<file path="src/rtl/axis_response_curve_lookup_core_assert.svh">
// Assertion macros for the axis response curve lookup core.
// Used by the top level; expects clk_i and rst_ni in scope.
`ifndef AXIS_RESPONSE_CURVE_LOOKUP_CORE_ASSERT_SVH
`define AXIS_RESPONSE_CURVE_LOOKUP_CORE_ASSERT_SVH

// Checked outside reset.
`define ARCL_ASSERT(lbl, prop, msg) \
  lbl: assert property (@(posedge clk_i) disable iff (!rst_ni) prop) else $error(msg);

// Checked at every edge, reset included.
`define ARCL_ASSERT_RST(lbl, prop, msg) \
  lbl: assert property (@(posedge clk_i) prop) else $error(msg);

`endif

</file>
<file path="src/rtl/arcl_pkg.sv">
// Shared types and constants for the axis response curve lookup core.
// No dependencies.
package arcl_pkg;

  localparam int unsigned IndexBitsDefault = 16;
  localparam int unsigned ValueW           = 16;
  localparam int unsigned CfgIdxW          = 8;

  localparam logic [ValueW-1:0] FoldCenter = 16'h7FFF;
  localparam logic [31:0]       RoundHalf  = 32'h0000_8000;

  typedef enum logic {
    OP_WRITE  = 1'b0,
    OP_LOOKUP = 1'b1
  } op_e;

  localparam logic [CfgIdxW-1:0] RegScale        = 8'd0;
  localparam logic [CfgIdxW-1:0] RegMirrorCenter = 8'd1;
  localparam logic [CfgIdxW-1:0] RegMirrorX      = 8'd2;
  localparam logic [CfgIdxW-1:0] RegInvert       = 8'd3;

  typedef struct packed {
    logic [ValueW-1:0] scale;
    logic              mirror_center;
    logic              mirror_x;
    logic              invert;
  } arcl_cfg_t;

endpackage

</file>
<file path="src/rtl/arcl_shaper.sv">
// Value path after the table read: center fold, invert, rounded gain.
// Depends on arcl_pkg for the config struct and constants.
module arcl_shaper
  import arcl_pkg::*;
(
  input  arcl_cfg_t         cfg_i,
  input  logic [ValueW-1:0] raw_i,
  input  logic              fold_hi_i,
  output logic [ValueW-1:0] value_o
);

  logic [ValueW-1:0] half;
  logic [ValueW-1:0] folded;
  logic [ValueW-1:0] inv;
  logic [31:0]       prod;
  logic [31:0]       rounded;

  always_comb begin
    half = {1'b0, raw_i[ValueW-1:1]};
    if (cfg_i.mirror_center) begin
      // upper half sits above center, lower half below
      folded = fold_hi_i ? (FoldCenter + half) : (FoldCenter - half);
    end else begin
      folded = raw_i;
    end
    inv     = cfg_i.invert ? ~folded : folded;
    prod    = 32'(inv) * 32'(cfg_i.scale);
    rounded = prod + RoundHalf;
    value_o = (cfg_i.scale != '0) ? rounded[31:16] : inv;
  end

endmodule

</file>
<file path="config.mk">
export PLATFORM = sky130hd
export DESIGN_NAME = arcl_shaper
export DESIGN_NICKNAME = d
export VERILOG_FILES = /design/src/rtl/axis_response_curve_lookup_core_assert.svh /design/src/rtl/arcl_pkg.sv /design/src/rtl/arcl_shaper.sv
export SDC_FILE = /design/constraint.sdc
export NUM_CORES = 1
export LEC_CHECK = 0
export ABC_AREA = 1
export BUFFER_PORTS_ARGS = -buffer_cell sky130_fd_sc_hd__buf_2
export CELL_PAD_IN_SITES_DETAIL_PLACEMENT = 0
export CELL_PAD_IN_SITES_GLOBAL_PLACEMENT = 2
export CORE_ASPECT_RATIO = 1.5
export CORE_MARGIN = 5
export CORE_UTILIZATION = 41
export DETAILED_ROUTE_END_ITERATION = 8
export PLACE_DENSITY_LB_ADDON = 0.25
export SYNTH_ARGS = -nofsm -noshare
export SYNTH_HDL_FRONTEND = slang
export SYNTH_SLANG_ARGS = --single-unit
</file>
<file path="constraint.sdc">
create_clock -name vclk -period 34.7
set_input_delay 10.41 -clock vclk [all_inputs]
set_output_delay 10.41 -clock vclk [all_outputs]
set_load 0.02 [all_outputs]
</file>
==> metrics.txt <==
outcome finished, final reports clean; IO Port Bufs 51; Distinct cells, synth 41; Req. time, crit path 24.29 ns; CP delay by family, top adder cells; Hold Path Stages 5; critical path arrival 17.80 ns; Inserted Diodes 0; vias in the first global route 9,135; mapped cell area 0.00974 mm2; commonest non-fill, non-tap cell in the layout inv_1; Min Clock Period, post-route 28.21 ns; Clock Buffer Count 0; postcts setup bufs 0; FF+latch count 0; unrepaired setup endpoints after global routing false; Initial Util 0.413; share of cells above drive strength 1 0.0736; setup_tns 0 ns; Final Cell Area 0.0103 mm2; # fillers 2,571; Max Cap Viol 0; Via Count 8,518; Final #Nets 1,704; crit-path max cell delay 0.56 ns; syn avg cell area 7.30 um2; GP Congestion 0.912; first-pass GRT wire length 49.4 mm; commonest cells after routing, fill and taps aside inv_1 (301), nand2_1 (275), fa_1 (193); main area contributors after synthesis fa_1 (40%), ha_1 (15%), inv_1 (12%); chip width 136 um; Worst Hold Launch cfg_i[0]; endpoint class of the critical path output pin; CP max FO 11; Max-slew headroom 0.496; final setup violation count 0; post-synthesis sequential area ratio 0; crit path launch type input port; DR pass1 iterations 5; Synth Net Count 1,678; WS Path Type input port to output pin; YS warnings 0; IO Pins 52; Total GRT Usage 0.238; Routed WL 31.3 mm; die area 0.0270 mm2; Post-DRT Antenna Nets 0; DP Wirelength 26.6 mm; Congestion Overflow GR 0; Max Freq 35.5 MHz; # DRC 0; Rows 69; cts hold-fix bufs 0; Min Hold Slack 21.75 ns; register area 0 um2; period utilisation layout 0.813; Yosys top cell by area fa_1; Post-Synthesis Cells 1,335; cell area after placement 0.0103 mm2; Die Ht 199 um; DP Cell Count 1,678; WL/cell 18.7 um; core area 0.0236 mm2; Least-Margin Pin Slew 0.756 ns; top cell type's share of synthesized area 0.397; WHS Endpoint value_o[14]; Hold Crit Class input port to output pin; DRT iter0 DRCs 392; CTS resizes 0; Fin. Hold Viols 0; Final Non-Filler Cells 1,678; largest net degree at the start of global routing 24; initial antenna violation count 0; Crit-path slowest cell fa_1; Buf/Inv on CP 8; P&R area growth vs syn 5.37%; Final Max Slew Viols 0; Via density 5.08
-- Yosys cell counts (2+ instances only) --
cell type,count
inv_1,301
nand2_1,275
fa_1,193
nor2_1,185
ha_1,114
nand3_1,55
a21oi_1,34
o21ai_0,24
clkbuf_1,16
xor2_1,15
nand2_2,14
clkinv_1,9
buf_2,7
inv_2,7
nand3b_1,7
o21ai_1,7
nand4_1,6
nor3_1,6
o21ai_2,6
xnor2_1,6
a21o_1,5
buf_4,5
nand3_2,4
or2_2,4
a31oi_1,3
inv_4,3
nand2_4,3
o21a_1,3
o21bai_1,3
a311oi_1,2
and3_1,2
buf_6,2
-- metal layers --
metal,track usage,part of all wire
met4,0.0840,0.046
met2,0.448,0.53
met3,0.0164,0.037
met1,0.284,0.38
met5,0,0
-- through the flow --
| step | setup WS (ns) | util |
|---|---|---|
| floorplan | 8.02 | - |
| global placement | 6.43 | 0.436 |
| detailed placement | 6.47 | 0.436 |
| CTS | 6.46 | 0.436 |
| global route | 6.08 | 0.436 |
| finish | 6.49 | 0.436 |
-- kinds of logic (layout without fill, tap and decap cells) --
kind of cell	Yosys count	after routing	synth area share
simple gates	566	566	0.243
compound gates	90	90	0.0535
buf+inv	351	375	0.141
xor+xnor	21	21	0.0189
fa+ha+maj	307	307	0.543
-- how the worst max path moves through the flow --
stage	from	endpoint	depth (start not counted)
after floorplan	raw_i[1]	value_o[6]	28
after global placement	raw_i[1]	value_o[13]	32
after detailed placement	raw_i[1]	value_o[13]	32
after CTS	raw_i[1]	value_o[13]	32
after global routing	raw_i[1]	value_o[9]	36
final	raw_i[1]	value_o[11]	33
-- cell type report --
cell class,count,area (um2),area share
inverters,320,1210,0.118
multi-input cells,984,8370,0.816
well taps,319,399,0.0389
repair buffers,55,285,0.0278
Power is left out: the tool's default activity adds up to more than one toggle a clock period on the data nets, which glitch-free logic cannot reach.
